--- src/indexed_list_store_assert.svh ---
// assertion macros shared by the indexed list store rtl
`ifndef INDEXED_LIST_STORE_ASSERT_SVH
`define INDEXED_LIST_STORE_ASSERT_SVH

// same-cycle implication, sampled on aclk, off while in reset
`define ILS_ASSERT_NOW(lbl, ante, cons, msg) \
    lbl: assert property (@(posedge aclk) disable iff (!aresetn) (ante) |-> (cons)) \
        else $error(msg);

// next-cycle implication, sampled on aclk, off while in reset
`define ILS_ASSERT_NEXT(lbl, ante, cons, msg) \
    lbl: assert property (@(posedge aclk) disable iff (!aresetn) (ante) |=> (cons)) \
        else $error(msg);

`endif

--- src/ils_pkg.sv ---
// types, constants and command codes of the indexed list store
`timescale 1ns / 1ps

package ils_pkg;

    localparam int CAPACITY = 16;
    localparam int WORD_W   = 32;
    localparam int IDX_W    = $clog2(CAPACITY);
    localparam int CNT_W    = $clog2(CAPACITY + 1);

    localparam logic [3:0] CMD_APPEND       = 4'd0;
    localparam logic [3:0] CMD_INSERT_AT    = 4'd1;
    localparam logic [3:0] CMD_REMOVE_VALUE = 4'd2;
    localparam logic [3:0] CMD_REMOVE_AT    = 4'd3;
    localparam logic [3:0] CMD_GET          = 4'd4;
    localparam logic [3:0] CMD_SET          = 4'd5;
    localparam logic [3:0] CMD_FIRST_INDEX  = 4'd6;
    localparam logic [3:0] CMD_LAST_INDEX   = 4'd7;
    localparam logic [3:0] CMD_CLEAR        = 4'd8;

    localparam logic [1:0] ST_OK    = 2'd0;
    localparam logic [1:0] ST_FULL  = 2'd1;
    localparam logic [1:0] ST_RANGE = 2'd2;

    localparam logic [1:0] CELL_HOLD  = 2'd0;
    localparam logic [1:0] CELL_WRITE = 2'd1;
    localparam logic [1:0] CELL_OPEN  = 2'd2;
    localparam logic [1:0] CELL_CLOSE = 2'd3;

    typedef struct packed {
        logic [3:0]  cmd;
        logic [4:0]  position;
        logic [31:0] item_value;
    } in_item_t;

    typedef struct packed {
        logic [31:0] data_out;
        logic [3:0]  index_out;
        logic        found;
        logic [1:0]  status;
        logic [4:0]  count_out;
    } out_item_t;

    typedef struct packed {
        logic [1:0]        mode;
        logic [IDX_W-1:0]  target;
        logic [WORD_W-1:0] wr_value;
        logic              cmp_en;
        logic [WORD_W-1:0] cmp_value;
    } cell_ctrl_t;

endpackage

--- src/ils_cell.sv ---
// one list entry cell: holds a word, compares it and moves it along the chain
`timescale 1ns / 1ps

module ils_cell (
    input  logic                       aclk,
    input  ils_pkg::cell_ctrl_t        ctrl,
    input  logic [ils_pkg::IDX_W-1:0]  cell_idx,
    input  logic [ils_pkg::WORD_W-1:0] left_word,
    input  logic [ils_pkg::WORD_W-1:0] right_word,
    output logic [ils_pkg::WORD_W-1:0] entry_word,
    output logic                       match
);
    import ils_pkg::*;

    logic [WORD_W-1:0] entry_reg;
    logic [WORD_W-1:0] entry_next;
    logic              match_reg;
    logic              match_next;

    always_comb begin
        entry_next = entry_reg;
        case (ctrl.mode)
            CELL_WRITE: begin
                if (cell_idx == ctrl.target) begin
                    entry_next = ctrl.wr_value;
                end
            end
            CELL_OPEN: begin
                if (cell_idx == ctrl.target) begin
                    entry_next = ctrl.wr_value;
                end else if (cell_idx > ctrl.target) begin
                    entry_next = left_word;
                end
            end
            CELL_CLOSE: begin
                if (cell_idx >= ctrl.target) begin
                    entry_next = right_word;
                end
            end
            default: begin
                entry_next = entry_reg;
            end
        endcase
    end

    assign match_next = ctrl.cmp_en ? (entry_reg == ctrl.cmp_value) : match_reg;

    always_ff @(posedge aclk) begin
        entry_reg <= entry_next;
        match_reg <= match_next;
    end

    assign entry_word = entry_reg;
    assign match      = match_reg;

endmodule

--- src/indexed_list_store.sv ---
// indexed list store top level: command decode, count and a chain of entry cells
//
//  channel | ports                  | moves
//  --------+------------------------+------------------------------------------
//  input   | s_valid s_ready s_item | one command request (cmd, position, value)
//  result  | m_valid m_ready m_item | one result per request, in request order
//
// each request is handled at its accept edge, which latches the compare of every
// cell against the value, and then at an execute edge, which decodes the match
// vector, moves the cells and loads the result register. s_ready stays low while
// a request is pending, so a new request is taken only after the last one executed.
// reset clears the count and handshake state; the entry words need no clearing.
// a stalled result holds the update back until the result register frees.
`timescale 1ns / 1ps

module indexed_list_store (
    input  logic               aclk,
    input  logic               aresetn,
    input  logic               s_valid,
    output logic               s_ready,
    input  ils_pkg::in_item_t  s_item,
    output logic               m_valid,
    input  logic               m_ready,
    output ils_pkg::out_item_t m_item
);
    import ils_pkg::*;

`include "indexed_list_store_assert.svh"

    function automatic logic [IDX_W-1:0] onehot_index(input logic [CAPACITY-1:0] oh);
        logic [IDX_W-1:0] r;
        r = '0;
        for (int i = 0; i < CAPACITY; i++) begin
            if (oh[i]) begin
                r = r | IDX_W'(i);
            end
        end
        return r;
    endfunction

    logic              pend_reg;
    logic              pend_next;
    in_item_t          req_reg;
    in_item_t          req_next;
    logic [CNT_W-1:0]  count_reg;
    logic [CNT_W-1:0]  count_next;
    logic              m_valid_reg;
    logic              m_valid_next;
    out_item_t         m_item_reg;
    out_item_t         m_item_next;

    logic              s_fire;
    logic              exec_fire;
    cell_ctrl_t        ctrl;
    logic [1:0]        mode_sel;
    logic [IDX_W-1:0]  target_sel;
    logic [WORD_W-1:0] entry_words [CAPACITY];
    logic [CAPACITY-1:0] match_vec;
    logic [CAPACITY-1:0] valid_mask;
    logic [CAPACITY-1:0] hit_vec;
    logic [CAPACITY-1:0] hit_rev;
    logic [CAPACITY-1:0] first_oh;
    logic [CAPACITY-1:0] last_oh_rev;
    logic [IDX_W-1:0]  first_idx;
    logic [IDX_W-1:0]  last_idx;
    logic              any_hit;
    logic [IDX_W-1:0]  read_sel;
    logic [WORD_W-1:0] read_word;
    logic              pos_in;
    logic              pos_le;
    logic              is_full;
    out_item_t         result;

    assign s_ready   = !pend_reg;
    assign s_fire    = s_valid && s_ready;
    assign exec_fire = pend_reg && (!m_valid_reg || m_ready);

    // cell chain
    assign ctrl.mode      = exec_fire ? mode_sel : CELL_HOLD;
    assign ctrl.target    = target_sel;
    assign ctrl.wr_value  = req_reg.item_value[WORD_W-1:0];
    assign ctrl.cmp_en    = s_fire;
    assign ctrl.cmp_value = s_item.item_value[WORD_W-1:0];

    for (genvar g = 0; g < CAPACITY; g++) begin : g_cell
        logic [WORD_W-1:0] left_w;
        logic [WORD_W-1:0] right_w;
        if (g == 0) begin : g_first
            assign left_w = entry_words[g];
        end else begin : g_mid_l
            assign left_w = entry_words[g-1];
        end
        if (g == CAPACITY - 1) begin : g_last
            assign right_w = entry_words[g];
        end else begin : g_mid_r
            assign right_w = entry_words[g+1];
        end
        ils_cell u_cell (
            .aclk       (aclk),
            .ctrl       (ctrl),
            .cell_idx   (IDX_W'(g)),
            .left_word  (left_w),
            .right_word (right_w),
            .entry_word (entry_words[g]),
            .match      (match_vec[g])
        );
    end

    // match decode over live entries
    always_comb begin
        for (int i = 0; i < CAPACITY; i++) begin
            valid_mask[i] = CNT_W'(i) < count_reg;
        end
    end

    assign hit_vec = match_vec & valid_mask;
    assign any_hit = |hit_vec;

    always_comb begin
        for (int i = 0; i < CAPACITY; i++) begin
            hit_rev[i] = hit_vec[CAPACITY-1-i];
        end
    end

    assign first_oh    = hit_vec & (~hit_vec + CAPACITY'(1));
    assign last_oh_rev = hit_rev & (~hit_rev + CAPACITY'(1));
    assign first_idx   = onehot_index(first_oh);
    assign last_idx    = IDX_W'(CAPACITY - 1) - onehot_index(last_oh_rev);

    assign pos_in  = req_reg.position < count_reg;
    assign pos_le  = req_reg.position <= count_reg;
    assign is_full = count_reg == CNT_W'(CAPACITY);

    assign read_sel  = (req_reg.cmd == CMD_REMOVE_VALUE) ? first_idx
                                                         : req_reg.position[IDX_W-1:0];
    assign read_word = entry_words[read_sel];

    // command decode
    always_comb begin
        mode_sel         = CELL_HOLD;
        target_sel       = req_reg.position[IDX_W-1:0];
        count_next       = count_reg;
        result.data_out  = '0;
        result.index_out = '0;
        result.found     = 1'b0;
        result.status    = ST_OK;
        unique case (req_reg.cmd)
            CMD_APPEND: begin
                if (is_full) begin
                    result.status = ST_FULL;
                end else begin
                    mode_sel   = CELL_WRITE;
                    target_sel = count_reg[IDX_W-1:0];
                    count_next = count_reg + CNT_W'(1);
                end
            end
            CMD_INSERT_AT: begin
                if (!pos_le) begin
                    result.status = ST_RANGE;
                end else if (is_full) begin
                    result.status = ST_FULL;
                end else begin
                    mode_sel   = CELL_OPEN;
                    count_next = count_reg + CNT_W'(1);
                end
            end
            CMD_REMOVE_VALUE: begin
                if (any_hit) begin
                    result.found    = 1'b1;
                    result.data_out = 32'(read_word);
                    mode_sel        = CELL_CLOSE;
                    target_sel      = first_idx;
                    count_next      = count_reg - CNT_W'(1);
                end
            end
            CMD_REMOVE_AT: begin
                if (!pos_in) begin
                    result.status = ST_RANGE;
                end else begin
                    result.data_out = 32'(read_word);
                    mode_sel        = CELL_CLOSE;
                    count_next      = count_reg - CNT_W'(1);
                end
            end
            CMD_GET: begin
                if (!pos_in) begin
                    result.status = ST_RANGE;
                end else begin
                    result.data_out = 32'(read_word);
                end
            end
            CMD_SET: begin
                if (!pos_in) begin
                    result.status = ST_RANGE;
                end else begin
                    result.data_out = 32'(read_word);
                    mode_sel        = CELL_WRITE;
                end
            end
            CMD_FIRST_INDEX: begin
                if (any_hit) begin
                    result.found     = 1'b1;
                    result.index_out = 4'(first_idx);
                end
            end
            CMD_LAST_INDEX: begin
                if (any_hit) begin
                    result.found     = 1'b1;
                    result.index_out = 4'(last_idx);
                end
            end
            CMD_CLEAR: begin
                count_next = '0;
            end
            default: begin
                count_next = count_reg;
            end
        endcase
        result.count_out = 5'(count_next);
    end

    // handshake and result register
    always_comb begin
        pend_next    = pend_reg;
        req_next     = req_reg;
        m_valid_next = m_valid_reg;
        m_item_next  = m_item_reg;
        if (m_valid_reg && m_ready) begin
            m_valid_next = 1'b0;
        end
        if (exec_fire) begin
            pend_next    = 1'b0;
            m_valid_next = 1'b1;
            m_item_next  = result;
        end
        if (s_fire) begin
            pend_next = 1'b1;
            req_next  = s_item;
        end
    end

    always_ff @(posedge aclk) begin
        if (!aresetn) begin
            pend_reg    <= 1'b0;
            count_reg   <= '0;
            m_valid_reg <= 1'b0;
        end else begin
            pend_reg    <= pend_next;
            count_reg   <= exec_fire ? count_next : count_reg;
            m_valid_reg <= m_valid_next;
        end
    end

    always_ff @(posedge aclk) begin
        req_reg    <= req_next;
        m_item_reg <= m_item_next;
    end

    assign m_valid = m_valid_reg;
    assign m_item  = m_item_reg;

    `ILS_ASSERT_NOW(a_count_bound, 1'b1, count_reg <= CNT_W'(CAPACITY), "count above capacity")
    `ILS_ASSERT_NEXT(a_exec_result, exec_fire, m_valid && (m_item.count_out == 5'(count_reg)), "result count differs from list count")
    `ILS_ASSERT_NEXT(a_full_holds, exec_fire && (result.status == ST_FULL), $stable(count_reg), "full command changed count")
    `ILS_ASSERT_NEXT(a_remove_hit, exec_fire && (req_reg.cmd == CMD_REMOVE_VALUE) && any_hit, count_reg == $past(count_reg) - CNT_W'(1), "remove by value did not shrink list")

endmodule
--- config.mk ---
export PLATFORM = sky130hd
export DESIGN_NAME = indexed_list_store
export DESIGN_NICKNAME = d
export VERILOG_FILES = /design/src/ils_pkg.sv /design/src/ils_cell.sv /design/src/indexed_list_store.sv
export VERILOG_INCLUDE_DIRS = /design/src /design/src/src
export SDC_FILE = /design/constraint.sdc
export NUM_CORES = 2
export LEC_CHECK = 0
export BUFFER_PORTS_ARGS = -buffer_cell sky130_fd_sc_hd__buf_2
export CAP_MARGIN = 40
export CORE_MARGIN = 2
export CORE_UTILIZATION = 35
export DETAILED_ROUTE_END_ITERATION = 10
export PLACE_DENSITY = 0.57
export RECOVER_POWER = 25
export SLEW_MARGIN = 20
export SYNTH_ARGS = -nofsm -noshare
export SYNTH_HDL_FRONTEND = slang
export SYNTH_HIERARCHICAL = 1
export SYNTH_SLANG_ARGS = --single-unit
--- constraint.sdc ---
create_clock -name aclk -period 10.45 [get_ports aclk]
set_input_delay 0.5225 -clock aclk [delete_from_list [all_inputs] [get_ports aclk]]
set_output_delay 0.5225 -clock aclk [all_outputs]
set_load 0.01 [all_outputs]
# Word level (Yosys, flattened, before mapping)
# Cells that the tools add are included.
word_totals:
  output_inout_bits: 46
  register_bits: 620
  word_cells: 367
  in_bits: 45
op_classes:
  add_sub_neg: 5
  muxes: 143
  n_lt_le_gt_ge: 49
  bitwise_logic: 6
  n_reduce_logical: 32
  n_eq_ne: 89
ops:
  columns: ["cell", "count"]
  rows:
  - ["32-bit two-way mux", 65]
  - ["32-bit case mux with 3 select lines", 14]
  - ["32-bit equality test", 16]
  - ["32-bit case mux with 2 select lines", 3]
  - ["32-bit binary-select mux with 4-bit select", 1]
  - ["4-bit two-way mux", 19]
  - ["2-bit by 1-bit inequality test with 1-bit output, second input constant", 31]
  - ["4-bit AND reduction", 14]
  - ["16-bit AND", 3]
  - ["3-bit by 1-bit inequality test with 1-bit output, second input constant", 15]
  - ["4-bit by 5-bit < comparator with 1-bit output, first input constant", 8]
  - ["16-bit by 1-bit adder with 16-bit output, second input constant", 2]
  - ["4-bit equality test, first input constant", 8]
  - ["4-bit > comparator, first input constant", 8]
  - ["16-bit inverter", 2]
  - ["5-bit two-way mux", 6]
  - ["4-bit >= comparator, first input constant", 7]
  - ["5-bit case mux with 5 select lines", 1]
  - ["3-bit two-way mux", 8]
  - ["2-bit two-way mux", 11]
  - ["3-bit by 5-bit < comparator with 1-bit output, first input constant", 4]
  - ["3-bit by 4-bit equality test with 1-bit output, first input constant", 4]
  - ["4-bit by 3-bit equality test with 1-bit output, second input constant", 4]
  - ["3-bit by 4-bit >= comparator with 1-bit output, first input constant", 4]
  - ["37 further kinds", 66]

# Depth between registers and ports, before layout
logic_depth:
  depth_word: 27
  ltp_mapped: 20
  depth_no_buf: 16

# By module
# The synthesis kept the hierarchy.
by_module_without_submodules:
  columns: ["module", "n_inst", "cells_each", "area_per_inst_um2"]
  rows:
  - ["ils_cell at g_cell[12].u_cell ...", 9, 243, 2527.4]
  - ["ils_cell at g_cell[10].u_cell ...", 6, 243, 2636.3]
  - ["indexed_list_store", 1, 893, 8600.7]
  - ["ils_cell at g_cell[0].u_cell", 1, 206, 2118.3]

# Worst setup path after synthesis
# OpenSTA, ideal clock, no wires.
synth_timing:
  kind: "input to register"
  startpoint: "in m_ready"
  endpoint: "reg g_cell[0].u_cell.entry_reg[0] (enable)"
  required_ns: 10.009
  slack_ns: 2.710
  cell_stages: 9
  arrival_ns: 7.300
  path_cell_list: "nor2b_1 -> clkbuf_1 -> nor2_1 -> nand2_1 -> a21oi_1 -> buf_2 -> clkbuf_1 -> nor2_1 -> a31oi_1"
synth_rtl:
  columns: ["item", "line_no", "source"]
  rows:
  - ["start: declaration", "indexed_list_store.sv:23", "input logic m_ready,"]
  - ["end signal: assignment", "ils_cell.sv:49", "entry_reg <= entry_next;"]
  - ["end: declaration", "ils_cell.sv:15", "logic [WORD_W-1:0] entry_reg;"]

==> flow_metrics.tcl <==
set metrics [dict create \
    setup_tns_ns 0 \
    fin_area_sq_mm 0.0540 \
    layout-drive-gt1-share_pct 19.6 \
    cts_buffers 77 \
    critical_path_class "reg -> reg" \
    fin_crit_ns 7.86 \
    cp-start-kind "register" \
    yosys_warnings 6 \
    r2r_end "g_cell[15].u_cell/entry_word[28]" \
    cp_top_family "buffers and inverters" \
    power.density_mw_per_mm2 125 \
    cpPeakStageDelay_ns 1.31 \
    grt_use_met2_pct 41.9 \
    fin_nets 4959 \
    track_usage_pct 24.1 \
    ys.flop_type "edfxtp_1" \
    layout_commonest_cell "edfxtp_1" \
    p_leak_nw 19.6 \
    ys_seq_elements 620 \
    io_pins 91 \
    final_cell_mix "edfxtp_1, nand2_1, xor2_1" \
    hold_class "in -> reg" \
    gp_congestion 0.895 \
    clkLatencyLatePin_ns 0.70 \
    r2r-start "count_reg[0]" \
    die_w_um 379 \
    violations "max-capacitance violations, max-slew violations" \
    crit_end "g_cell[15].u_cell/entry_word[28]" \
    dr.pass1.iters 6 \
    setup_viol 0 \
    synthesis.area_sq_mm 0.0493 \
    fmax_mhz 127 \
    synth_edf_count 613 \
    rr_worst_depth 15 \
    htreeDepth 3 \
    dpl-instance-area_sq_mm 0.0517 \
    synthArstFlopShare_pct 0 \
    grt_max_degree 95 \
    fill_cells 13858 \
    grt_use_met3_pct 2.65 \
    area_growth_pct 9.51 \
    crit_slowest_cell "clkbuf_1" \
    end_kind "register" \
    grt_pass1_wl_mm 264 \
    cts_resized 0 \
    largest_reg_flops 512 \
    worst_pin_slew_ns 2.38 \
    status "finished with violations" \
    die_h_um 379 \
    ir_drop_v 0.000102 \
    root_buffer "clkbuf_16" \
    worst-path-stages 15 \
    initial_core_util_pct 35.3 \
    drt_iter0_drc 3650 \
    required_ns 10.76 \
    cts_buffer_depth 3 \
    final_max_slew_viol_count 834 \
    clk_pin_slew_ns 0.06 \
    rsz0062_at_grt "false" \
    arrival_ns 8.17 \
    drt-total-wl_mm 176 \
    core-area_sq_mm 0.140 \
    hold_viol 0 \
    seq_area_frac_synth_pct 37.6 \
    rows 137 \
    wire_per_inst_um 26.2 \
    crit_path_start "count_reg[0]" \
    hp-start "s_valid" \
    cp_max_fo 33 \
    grt_antenna_before_repair 3 \
    final_antenna_net_count 0 \
    grt_busiest_layer "met2" \
    met1_usage_pct 29.9 \
    path_buf_inv 4 \
    postSynthCellCount 4744 \
    relSlewSlack_pct -59.0 \
    dr_total_vias 40301 \
    hold_buffers 9 \
    rrSetupSlack_ns 2.59 \
    cts.sinks 620 \
    synth.distinct_cells 87 \
    diodes 0 \
    finClkSkew_ns 0.0321 \
    grt_pass1_vias 39357 \
    drv_cap 39 \
    viasPerCell 5.99 \
    cts_tree "built" \
    timing.final.crit_share_pct 75.2 \
    cp_cell_sequence "ha_1, or4b_1, a21oi_1, o21ai_0, or3_1, o2111ai_1, a21oi_4, buf_4, ha_1, clkbuf_1, nor2_2, clkbuf_1, nor3_2, a221oi_4, buf_4" \
    grt.overflow.total 0 \
    drc 0 \
    die_area_sq_mm 0.144 \
    post_cts_buffers 0 \
    dp_hpwl_mm 131 \
    port_buffers 90 \
    power_mw 6.76 \
    avgSynthCellArea_sq_um 10.4 \
]
==> worst min path at each step <==
stage | end | slack (ns) | cells past startpoint
3_5_place_dp | m_valid | 0.57 | 1
6_report | pend_reg | 0.12 | 3
2_1_floorplan | m_valid | 0.49 | 1
3_3_place_gp | m_valid | 0.56 | 1
4_1_cts | pend_reg | 0.10 | 3
5_1_grt | count_reg[1] | 0.14 | 2
==> worst register-to-register path: cells and delay by family (launching register included) <==
family	cells	cell delay, ns
fa+ha+maj	2	0.54
simple gates	4	1.39
compound gates	5	2.02
buf+inv	4	2.68
flops	1	0.85
==> cells by family (layout without fill, tap and decap cells) <==
logic type | Yosys count | after routing | synth area share, %
simple gates | 1427 | 1427 | 15.3
compound gates | 1357 | 1357 | 24.0
flops | 620 | 620 | 37.6
xor+xnor | 512 | 512 | 9.10
buf+inv | 450 | 499 | 5.68
mux | 258 | 258 | 5.25
fa+ha+maj | 118 | 118 | 3.00
other cells | 2 | 64 | 0.0152
==> power by group <==
part	leakage [nW]	total (mW)	switching (mW)	internal (mW)
Combinational	12.8	1.17	0.752	0.417
Clock	1.18	2.72	1.19	1.53
Sequential	5.64	2.87	0.0617	2.81
==> layout make-up <==
| class | instances | area (sq um) | share of cell area [%] |
|---|---|---|---|
| inverter | 109 | 409 | 0.758 |
| clock buffer | 97 | 2020 | 3.75 |
| tap | 1876 | 2350 | 4.35 |
| sequential | 620 | 18500 | 34.4 |
| multi-input combinational | 3736 | 28400 | 52.5 |
| timing repair buffer | 252 | 1870 | 3.47 |
| clock inverter | 41 | 414 | 0.767 |
==> layer usage <==
metal	vias up	wire, um
met5	-	7
met4	2	8440
met3	353	9010
met2	1436	86500
met1	20449	72200
li1	18061	-
==> stage by stage <==
| stage | util [%] | std cells | worst slack [ns] | hold slack (ns) |
|---|---|---|---|---|
| 2_1_floorplan | - | 4806 | 2.71 | 0.487 |
| 3_3_place_gp | 36.6 | 6559 | 4.33 | 0.565 |
| 3_5_place_dp | 37.0 | 6580 | 4.46 | 0.575 |
| 4_1_cts | 38.8 | 6727 | 4.43 | 0.101 |
| 5_1_grt | 38.6 | 6731 | 2.04 | 0.136 |
| 6_report | 38.6 | 6731 | 2.59 | 0.119 |
==> synthesized netlist by cell type, types with 112 or more instances <==
master | count | share of area [%]
a221o_1 | 481 | 9.8
a21boi_1 | 307 | 4.7
xor2_1 | 512 | 9.1
nor4_1 | 133 | 1.7
mux2i_1 | 256 | 5.2
o22ai_1 | 157 | 2.0
ha_1 | 118 | 3.0
buf_2 | 112 | 1.1
edfxtp_1 | 613 | 37
a21boi_2 | 174 | 4.0
nand2_2 | 438 | 5.6
clkbuf_1 | 143 | 1.1
nand2_1 | 588 | 4.5
(Power assumes the default switching activity.)
